`config.mk`:
```
export PLATFORM = sky130hd
export DESIGN_NAME = tank_drive_mixer_failsafe
export DESIGN_NICKNAME = d
export VERILOG_FILES = /design/src/rtl/tdm_pkg.sv /design/src/rtl/tank_drive_mixer_failsafe.sv /design/src/rtl/tdm_ctrl.sv /design/src/rtl/tdm_datapath.sv
export SDC_FILE = /design/constraint.sdc
export NUM_CORES = 1
export LEC_CHECK = 0
export BUFFER_PORTS_ARGS = -buffer_cell sky130_fd_sc_hd__buf_2
export CELL_PAD_IN_SITES_DETAIL_PLACEMENT = 0
export CELL_PAD_IN_SITES_GLOBAL_PLACEMENT = 1
export CORE_MARGIN = 2
export CORE_UTILIZATION = 35
export CTS_CLUSTER_DIAMETER = 60
export CTS_CLUSTER_SIZE = 16
export DETAILED_ROUTE_END_ITERATION = 7
export GPL_ROUTABILITY_DRIVEN = 1
export GPL_TIMING_DRIVEN = 0
export MAX_ROUTING_LAYER = met4
export PLACE_DENSITY = 0.7
export REMOVE_ABC_BUFFERS = 1
export SLEW_MARGIN = 15
export SYNTH_ARGS = -nofsm -noshare
export SYNTH_HDL_FRONTEND = slang
export SYNTH_HIERARCHICAL = 1
export SYNTH_SLANG_ARGS = --single-unit
```
`constraint.sdc`:
```
create_clock -name clk -period 7.3 [get_ports clk]
set_input_delay 1.095 -clock clk [delete_from_list [all_inputs] [get_ports clk]]
set_output_delay 1.095 -clock clk [all_outputs]
set_load 0.02 [all_outputs]
```
`src/rtl/tdm_pkg.sv`:
```
// Shared types and constants for the tank drive mixer with link failsafe.
`default_nettype none
package tdm_pkg;

  localparam int THR_W   = 10;
  localparam int LEVEL_W = 8;
  localparam int TICK_W  = 8;
  localparam int CFG_W   = 10;
  localparam int CFG_IDX_W = 3;

  // Register indexes
  localparam logic [CFG_IDX_W-1:0] CFG_LIGHT_OFF_BELOW = 3'd0;
  localparam logic [CFG_IDX_W-1:0] CFG_LIGHT_ON_ABOVE  = 3'd1;
  localparam logic [CFG_IDX_W-1:0] CFG_LINK_HOLD_TICKS = 3'd2;
  localparam logic [CFG_IDX_W-1:0] CFG_BLINK_TICKS     = 3'd3;
  localparam logic [CFG_IDX_W-1:0] CFG_DRIVE_FLOOR     = 3'd4;

  // Register reset values
  localparam logic [THR_W-1:0]   LIGHT_OFF_RST  = 10'd515;
  localparam logic [THR_W-1:0]   LIGHT_ON_RST   = 10'd970;
  localparam logic [TICK_W-1:0]  LINK_HOLD_RST  = 8'd60;
  localparam logic [TICK_W-1:0]  BLINK_RST      = 8'd50;
  localparam logic [LEVEL_W-1:0] DRIVE_FLOOR_RST = 8'd192;

  // Mixer constants
  localparam logic [THR_W-1:0] STICK_CENTER  = 10'd512;
  localparam logic [5:0]       DRIVE_MIN     = 6'd2;
  localparam logic [7:0]       STEER_DEAD    = 8'd2;
  localparam logic [8:0]       SCALE_FULL    = 9'd256;
  localparam logic [6:0]       SCALE_PERCENT = 7'd100;
  // floor(p / 100) == (p * RECIP_100) >> RECIP_SHIFT for p < 2^15
  localparam logic [15:0]      RECIP_100     = 16'd41944;
  localparam int               RECIP_SHIFT   = 22;

  typedef struct packed {
    logic             packet_valid;
    logic [THR_W-1:0] throttle;
    logic [THR_W-1:0] steering;
  } in_word_t;

  typedef struct packed {
    logic [LEVEL_W-1:0] pwm_first;
    logic [LEVEL_W-1:0] pwm_second;
    logic               backlight_on;
  } out_word_t;

  typedef struct packed {
    logic load;
    logic scale;
    logic divide;
    logic commit;
  } cmd_t;

endpackage
`default_nettype wire

```
`src/rtl/tank_drive_mixer_failsafe.sv`:
```
// Top level: tank drive mixer with radio link failsafe.
// Steps: mix at input accept, then scale, divide and commit; the output word is registered at commit.
// A new word is taken only in the idle state, after the sequencer has walked the level
//   multiply and reciprocal divide by 100 and committed; a stalled output holds commit.
// Reset (rst, synchronous, active high): registers to their defaults, light off,
//   hold counter 0, blink counter 50, both levels 0, no output word pending.
`default_nettype none
module tank_drive_mixer_failsafe (
  input  wire logic                          clk,
  input  wire logic                          rst,
  // config write port
  input  wire logic                          cfg_we,
  input  wire logic [tdm_pkg::CFG_IDX_W-1:0] cfg_index,
  input  wire logic [tdm_pkg::CFG_W-1:0]     cfg_data,
  // input words, one per control tick
  input  wire logic                          in_valid,
  output logic                               in_ready,
  input  wire tdm_pkg::in_word_t             in_data,
  // output words
  output logic                               out_valid,
  input  wire logic                          out_ready,
  output tdm_pkg::out_word_t                 out_data
);

  tdm_pkg::cmd_t cmd;

  // Sequencer: idle -> scale -> divide -> commit. The output word sits in its
  // own register, so a new word is taken while the previous one waits.
  tdm_ctrl u_ctrl (
    .clk       (clk),
    .rst       (rst),
    .in_valid  (in_valid),
    .in_ready  (in_ready),
    .out_valid (out_valid),
    .out_ready (out_ready),
    .cmd       (cmd)
  );

  // Datapath: the mix is taken at accept, then level * factor, then /100 by
  // reciprocal multiply; commit applies packet, hold counter and blink logic.
  // pwm_first carries the right side, pwm_second the left side.
  tdm_datapath u_dp (
    .clk       (clk),
    .rst       (rst),
    .cfg_we    (cfg_we),
    .cfg_index (cfg_index),
    .cfg_data  (cfg_data),
    .in_data   (in_data),
    .cmd       (cmd),
    .out_data  (out_data)
  );

endmodule
`default_nettype wire

```
`src/rtl/tdm_ctrl.sv`:
```
// Sequencer for the mixer datapath and the output word handshake.
`default_nettype none
module tdm_ctrl (
  input  wire logic         clk,
  input  wire logic         rst,
  input  wire logic         in_valid,
  output logic              in_ready,
  output logic              out_valid,
  input  wire logic         out_ready,
  output tdm_pkg::cmd_t     cmd
);

  localparam logic [1:0] ST_IDLE   = 2'd0;
  localparam logic [1:0] ST_SCALE  = 2'd1;
  localparam logic [1:0] ST_DIVIDE = 2'd2;
  localparam logic [1:0] ST_COMMIT = 2'd3;

  logic [1:0] state;
  logic [1:0] state_next;
  logic       out_free;

  assign out_free = !out_valid || out_ready;
  assign in_ready = (state == ST_IDLE);

  always_comb begin
    state_next = state;
    cmd        = '0;
    unique case (state)
      ST_IDLE: begin
        if (in_valid) begin
          cmd.load   = 1'b1;
          state_next = ST_SCALE;
        end
      end
      ST_SCALE: begin
        cmd.scale  = 1'b1;
        state_next = ST_DIVIDE;
      end
      ST_DIVIDE: begin
        cmd.divide = 1'b1;
        state_next = ST_COMMIT;
      end
      ST_COMMIT: begin
        if (out_free) begin
          cmd.commit = 1'b1;
          state_next = ST_IDLE;
        end
      end
      default: state_next = ST_IDLE;
    endcase
  end

  always_ff @(posedge clk) begin
    if (rst) begin
      state     <= ST_IDLE;
      out_valid <= 1'b0;
    end else begin
      state <= state_next;
      if (cmd.commit) begin
        out_valid <= 1'b1;
      end else if (out_ready) begin
        out_valid <= 1'b0;
      end
    end
  end

`ifndef SYNTHESIS
  a_cmd_onehot: assert property (@(posedge clk) disable iff (rst)
    $onehot0({cmd.load, cmd.scale, cmd.divide, cmd.commit}))
    else $error("more than one datapath command");
  a_commit_shows: assert property (@(posedge clk) disable iff (rst)
    cmd.commit |=> out_valid)
    else $error("commit did not raise out_valid");
  a_load_seq: assert property (@(posedge clk) disable iff (rst)
    cmd.load |=> cmd.scale ##1 cmd.divide ##1 (state == ST_COMMIT))
    else $error("sequence broke after load");
  a_no_overwrite: assert property (@(posedge clk) disable iff (rst)
    cmd.commit |-> (!out_valid || out_ready))
    else $error("commit over a pending word");
`endif

endmodule
`default_nettype wire

```
`src/rtl/tdm_datapath.sv`:
```
// Mixer arithmetic, failsafe counters, config registers and output register.
`default_nettype none
module tdm_datapath (
  input  wire logic                          clk,
  input  wire logic                          rst,
  input  wire logic                          cfg_we,
  input  wire logic [tdm_pkg::CFG_IDX_W-1:0] cfg_index,
  input  wire logic [tdm_pkg::CFG_W-1:0]     cfg_data,
  input  wire tdm_pkg::in_word_t             in_data,
  input  wire tdm_pkg::cmd_t                 cmd,
  output tdm_pkg::out_word_t                 out_data
);

  // config
  logic [tdm_pkg::THR_W-1:0]   light_off_below;
  logic [tdm_pkg::THR_W-1:0]   light_on_above;
  logic [tdm_pkg::TICK_W-1:0]  link_hold_ticks;
  logic [tdm_pkg::TICK_W-1:0]  blink_ticks;
  logic [tdm_pkg::LEVEL_W-1:0] drive_floor;

  // block state
  logic                        light_state;
  logic [tdm_pkg::TICK_W-1:0]  link_counter;
  logic [tdm_pkg::TICK_W-1:0]  blink_counter;
  logic [tdm_pkg::LEVEL_W-1:0] level_first;
  logic [tdm_pkg::LEVEL_W-1:0] level_second;

  // per-word pipeline registers
  logic                        pkt;
  logic [tdm_pkg::THR_W-1:0]   thr;
  logic [tdm_pkg::LEVEL_W-1:0] base;
  logic [6:0]                  factor;
  logic                        scale_en;
  logic                        steer_right;
  logic [14:0]                 prod;
  logic [tdm_pkg::LEVEL_W-1:0] scaled;

  // mix stage, straight from the input word
  logic [5:0]  drive;
  logic [8:0]  drive_sum;
  logic [7:0]  base_next;
  logic [7:0]  mag;
  logic [8:0]  keep;
  logic [15:0] keep_pct;
  logic [9:0]  ste_low;

  always_comb begin
    if (in_data.throttle > tdm_pkg::STICK_CENTER) begin
      drive = 6'((in_data.throttle - tdm_pkg::STICK_CENTER) >> 3);
    end else begin
      drive = '0;
    end
    drive_sum = {3'b0, drive} + {1'b0, drive_floor};
    if (drive <= tdm_pkg::DRIVE_MIN) begin
      base_next = '0;
    end else if (drive_sum[8]) begin
      base_next = '1;
    end else begin
      base_next = drive_sum[7:0];
    end
    ste_low = tdm_pkg::STICK_CENTER - in_data.steering;
    if (in_data.steering >= tdm_pkg::STICK_CENTER) begin
      mag = {1'b0, 7'(in_data.steering[8:0] >> 2)};
    end else begin
      mag = 8'(ste_low >> 2);
    end
    keep     = tdm_pkg::SCALE_FULL - {1'b0, mag};
    keep_pct = {7'b0, keep} * {9'b0, tdm_pkg::SCALE_PERCENT};
  end

  // scale and divide stages
  logic [30:0] recip_prod;
  assign recip_prod = {16'b0, prod} * {15'b0, tdm_pkg::RECIP_100};

  always_ff @(posedge clk) begin
    if (cmd.load) begin
      pkt         <= in_data.packet_valid;
      thr         <= in_data.throttle;
      base        <= base_next;
      factor      <= keep_pct[14:8];
      scale_en    <= (mag > tdm_pkg::STEER_DEAD);
      steer_right <= (in_data.steering >= tdm_pkg::STICK_CENTER);
    end
    if (cmd.scale) begin
      prod <= {7'b0, base} * {8'b0, factor};
    end
    if (cmd.divide) begin
      scaled <= recip_prod[tdm_pkg::RECIP_SHIFT +: tdm_pkg::LEVEL_W];
    end
  end

  // commit: packet update, then failsafe
  logic [7:0] right_lvl;
  logic [7:0] left_lvl;
  logic       light_pkt;
  logic [7:0] link_eff;
  logic [7:0] first_next;
  logic [7:0] second_next;
  logic [7:0] link_next;
  logic [7:0] blink_next;
  logic       light_next;

  always_comb begin
    right_lvl = (scale_en && !steer_right) ? scaled : base;
    left_lvl  = (scale_en && steer_right) ? scaled : base;
    light_pkt = light_state;
    if (thr < light_off_below) begin
      light_pkt = 1'b0;
    end else if (thr > light_on_above) begin
      light_pkt = 1'b1;
    end
    if (pkt) begin
      link_eff    = link_hold_ticks;
      first_next  = right_lvl;
      second_next = left_lvl;
      light_next  = light_pkt;
    end else begin
      link_eff    = link_counter;
      first_next  = level_first;
      second_next = level_second;
      light_next  = light_state;
    end
    blink_next = blink_counter;
    link_next  = link_eff;
    if (link_eff != '0) begin
      link_next = link_eff - 8'd1;
    end else begin
      first_next  = '0;
      second_next = '0;
      if (blink_counter != '0) begin
        blink_next = blink_counter - 8'd1;
      end else begin
        blink_next = blink_ticks;
        light_next = !light_next;
      end
    end
  end

  always_ff @(posedge clk) begin
    if (rst) begin
      light_off_below <= tdm_pkg::LIGHT_OFF_RST;
      light_on_above  <= tdm_pkg::LIGHT_ON_RST;
      link_hold_ticks <= tdm_pkg::LINK_HOLD_RST;
      blink_ticks     <= tdm_pkg::BLINK_RST;
      drive_floor     <= tdm_pkg::DRIVE_FLOOR_RST;
      light_state     <= 1'b0;
      link_counter    <= '0;
      blink_counter   <= tdm_pkg::BLINK_RST;
      level_first     <= '0;
      level_second    <= '0;
    end else begin
      if (cfg_we) begin
        unique case (cfg_index)
          tdm_pkg::CFG_LIGHT_OFF_BELOW: light_off_below <= cfg_data;
          tdm_pkg::CFG_LIGHT_ON_ABOVE:  light_on_above  <= cfg_data;
          tdm_pkg::CFG_LINK_HOLD_TICKS: link_hold_ticks <= cfg_data[7:0];
          tdm_pkg::CFG_BLINK_TICKS:     blink_ticks     <= cfg_data[7:0];
          tdm_pkg::CFG_DRIVE_FLOOR:     drive_floor     <= cfg_data[7:0];
          default: ;
        endcase
      end
      if (cmd.commit) begin
        light_state   <= light_next;
        link_counter  <= link_next;
        blink_counter <= blink_next;
        level_first   <= first_next;
        level_second  <= second_next;
      end
    end
  end

  always_ff @(posedge clk) begin
    if (cmd.commit) begin
      out_data.pwm_first    <= first_next;
      out_data.pwm_second   <= second_next;
      out_data.backlight_on <= light_next;
    end
  end

`ifndef SYNTHESIS
  a_failsafe_zero: assert property (@(posedge clk) disable iff (rst)
    (cmd.commit && link_eff == '0) |=> (level_first == '0 && level_second == '0))
    else $error("failsafe left a level nonzero");
  a_reload: assert property (@(posedge clk) disable iff (rst)
    (cmd.commit && pkt && link_hold_ticks != '0) |=>
      (link_counter == $past(link_hold_ticks) - 8'd1))
    else $error("hold counter not reloaded by packet");
  a_out_matches: assert property (@(posedge clk) disable iff (rst)
    cmd.commit |=> (out_data.pwm_first == level_first &&
                    out_data.pwm_second == level_second &&
                    out_data.backlight_on == light_state))
    else $error("output word differs from state");
`endif

endmodule
`default_nettype wire

```
==> flow_summary.ini <==
[job]
drv_cap = 0

[detailed_routing]
wl_met3_um = 877
drt-met1-wl_um = 14000
wirelength_um = 27300
dr.pass1.iters = 5
drt_iter0_drc = 494
drc = 0
routed_via_density = 4.92
wl_met2_um = 12300
ant_nets = 0
wl_per_cell_um = 14.3
maxUsedRoutingLayer = met4
dr_total_vias = 9355

[placement]
io_buffers = 57
hpwlAfterDp_um = 21600
placed_area_um2 = 13800
gp_congestion = 0.812

[timing]
min_period_ns = 5.51
setup_violations = 0
worst_slew_pin_slew_ns = 0.924
max_freq_mhz = 181
rsz0062_at_grt = false
fin_setup_tns_ns = 0
maxSlewHeadroom = 0.384
finClkSkew_ns = 0.0124
finalHoldViolations = 0
post-route-period-util = 0.755
slew_violations = 0

[critical_path]
worst_r2r_path_depth = 19
rrSetupSlack_ns = 1.79
slowest_stage = edfxtp_1
crit_arrival_ns = 5.68
rr_endpoint = u_dp/scaled[7]
path_cells = inv_1 > fa_1 > inv_1 > ha_1 > inv_1 > fa_1 > inv_1 > fa_1 > inv_1 > fa_1 > inv_1 > ha_1 > nand4_1 > a211oi_1 > o31ai_1 > o21ai_0 > o32a_1 > nor4_1 > a211o_1
endpoint_kind = flip-flop
crit_top_cell = inv_1
r2r_start = u_dp/prod[14]
cp_max_fo = 7
cp-start-kind = flip-flop
max_stage_delay_ns = 0.60
crit_required_ns = 7.47
setup.worst_path.class = flip-flop to flip-flop

[cells_and_area]
stdcell_area_um2 = 14400
nFillCells = 3693
syn_to_final_growth_pct = 10.5
drive_gt1_frac = 0.0753
diodes = 0
nNetsFinal = 1753

[run_status]
outcome = finished, final reports clean

[die]
rows = 70
ios = 58
die_w_um = 197
dieArea_um2 = 38800
initial_utilization = 0.356
core_area_um2 = 36600
die_h_um = 197

[global_routing]
overflow = 0
grt_pass1_wl_um = 46700
grt_max_degree = 61
grt_usage = 0.154
grt_pass1_vias = 9341
antenna_found_initial = 0

[cts]
cts_post_setup_buffers_inserted = 0
hold_buffers = 0
cts_root_buffer = clkbuf_16
cts_max_path_buffers = 2
numCtsBuffers = 17
cts_tree = done
clk_latency_ns = 0.43
clk_pin_slew_ns = 0.06
numClockSinks = 148
cts-resized-gates = 0
cts_max_level = 4

[synthesis]
seq_area_frac_synth = 0.280
yosys_most_used_dff = dfxtp_1
ys_types = 71
yosys_warnings = 6
synthTopCellsByArea = ha_1 (18%), edfxtp_1 (16%), fa_1 (16%)
synthArstFlopShare = 0
avgSynthCellArea_um2 = 9.45
synth_top_area_frac = 0.184
synth_edf_count = 68
syn_inst = 1380
yosysTopAreaCell = ha_1
ys_ff_latch = 148
netlist_area_um2 = 13000

[hold_path]
hold_end = u_dp/light_off_below[8]
hp-start = u_dp/light_off_below[8]
hold_path_depth = 2
hold_path.class = flip-flop to flip-flop
==> logic make-up after synthesis <==
group,share of synthesized area
adder cells (fa/ha/maj),0.339
flip-flops,0.280
XOR/XNOR,0.0356
AO/OA/AOI/OAI,0.0985
multiplexers,0.0286
buffers and inverters,0.0744
AND/OR/NAND/NOR,0.144
==> how the worst max path moves through the flow <==
| stage | startpoint | end | slack [ns] |
|---|---|---|---|
| floorplan | in_data[0] | u_dp/factor[6] | 2.14 |
| global placement | out_ready | u_dp/link_counter[2] | 0.50 |
| detailed placement | in_data[9] | u_dp/factor[6] | 1.47 |
| CTS | u_dp/prod[14] | u_dp/scaled[7] | 1.78 |
| global route | u_dp/prod[14] | u_dp/scaled[7] | 1.40 |
| finish | u_dp/prod[14] | u_dp/scaled[7] | 1.79 |
==> registers in the layout, summed over array words and instances, names as in the netlist, 2 cells and up <==
register	count
u_dp/blink_counter	8
u_dp/scaled	8
u_ctrl/state	2
u_dp/out_data	17
u_dp/light_on_above	10
u_dp/base	8
u_dp/blink_ticks	8
u_dp/level_first	8
u_dp/link_hold_ticks	8
u_dp/prod	15
u_dp/light_off_below	10
u_dp/thr	10
u_dp/factor	7
u_dp/link_counter	8
u_dp/drive_floor	8
u_dp/level_second	8
==> layer usage <==
layer,track usage,vias up
li1,-,4724
met2,0.240,128
met1,0.218,4493
met5,-,-
met3,0.0195,10
met4,0.0292,0
==> layout by cell type (no fill, tap or decap), types with 4 or more instances in the layout <==
master,n
a211oi_1,12
a21o_1,9
a21oi_1,76
a22oi_1,4
a311oi_1,8
a31oi_1,6
and2_1,32
and3_1,4
buf_2,56
clkbuf_16,18
dfxtp_1,80
edfxtp_1,68
fa_1,101
ha_1,192
inv_1,219
mux2i_1,35
nand2_1,146
nand2b_1,9
nand3_1,37
nand4_1,8
nor2_1,84
nor2b_1,9
nor3_1,23
nor3b_1,7
nor4_1,4
o211ai_1,15
o21ai_0,28
o31ai_1,4
or3_1,5
or4_1,6
xnor2_1,38
xor2_1,15
==> cells in the mapped netlist, types with 3 or more instances <==
master	number
xnor2_1	38
nor4_1	4
dfxtp_1	80
a21oi_1	76
nand2b_1	9
a22oi_1	4
and3_1	4
and2_1	33
fa_1	101
mux2i_1	35
inv_1	219
nand3_1	37
nor2_1	85
buf_1	6
buf_2	4
a311oi_1	8
a211oi_1	12
or3_1	5
a31oi_1	6
or2_2	3
o21bai_1	3
nand4_1	8
or4_1	6
clkbuf_1	28
o31ai_1	4
nor2b_1	10
nand3b_1	3
nor3b_1	7
ha_1	192
nor3_1	23
xor2_1	15
edfxtp_1	68
a21o_1	9
nand2_1	146
o211ai_1	15
o21ai_0	28
==> through the flow <==
stage / setup slack (ns) / hold WS, ns / util / cells
2_1_floorplan: 2.14 / 0.430 / - / 1342
5_1_grt: 1.40 / 0.481 / 0.394 / 1902
6_report: 1.79 / 0.458 / 0.394 / 1902
3_5_place_dp: 1.47 / 0.452 / 0.378 / 1870
3_3_place_gp: 0.502 / 0.445 / 0.376 / 1867
4_1_cts: 1.78 / 0.460 / 0.394 / 1902
==> worst max-delay path, delay by kind of cell, from the launching register on <==
family	cells	cell delay, ns
compound gates	5	1.37
flops	1	0.60
simple gates	2	0.23
fa+ha+maj	6	2.64
buf+inv	6	0.43
==> cell type report <==
type,instances,area [um^2],share of cell area
multi-input cells,975,8430,0.585
flip-flops and latches,148,3640,0.253
inverters,219,822,0.0570
well taps,468,586,0.0406
clock buffers,19,454,0.0315
repair buffers,60,350,0.0243
clock inverters,13,121,0.00842
Power is not shown: default switching activity piles up to over one toggle a cycle in this logic, so the estimate is an artifact.
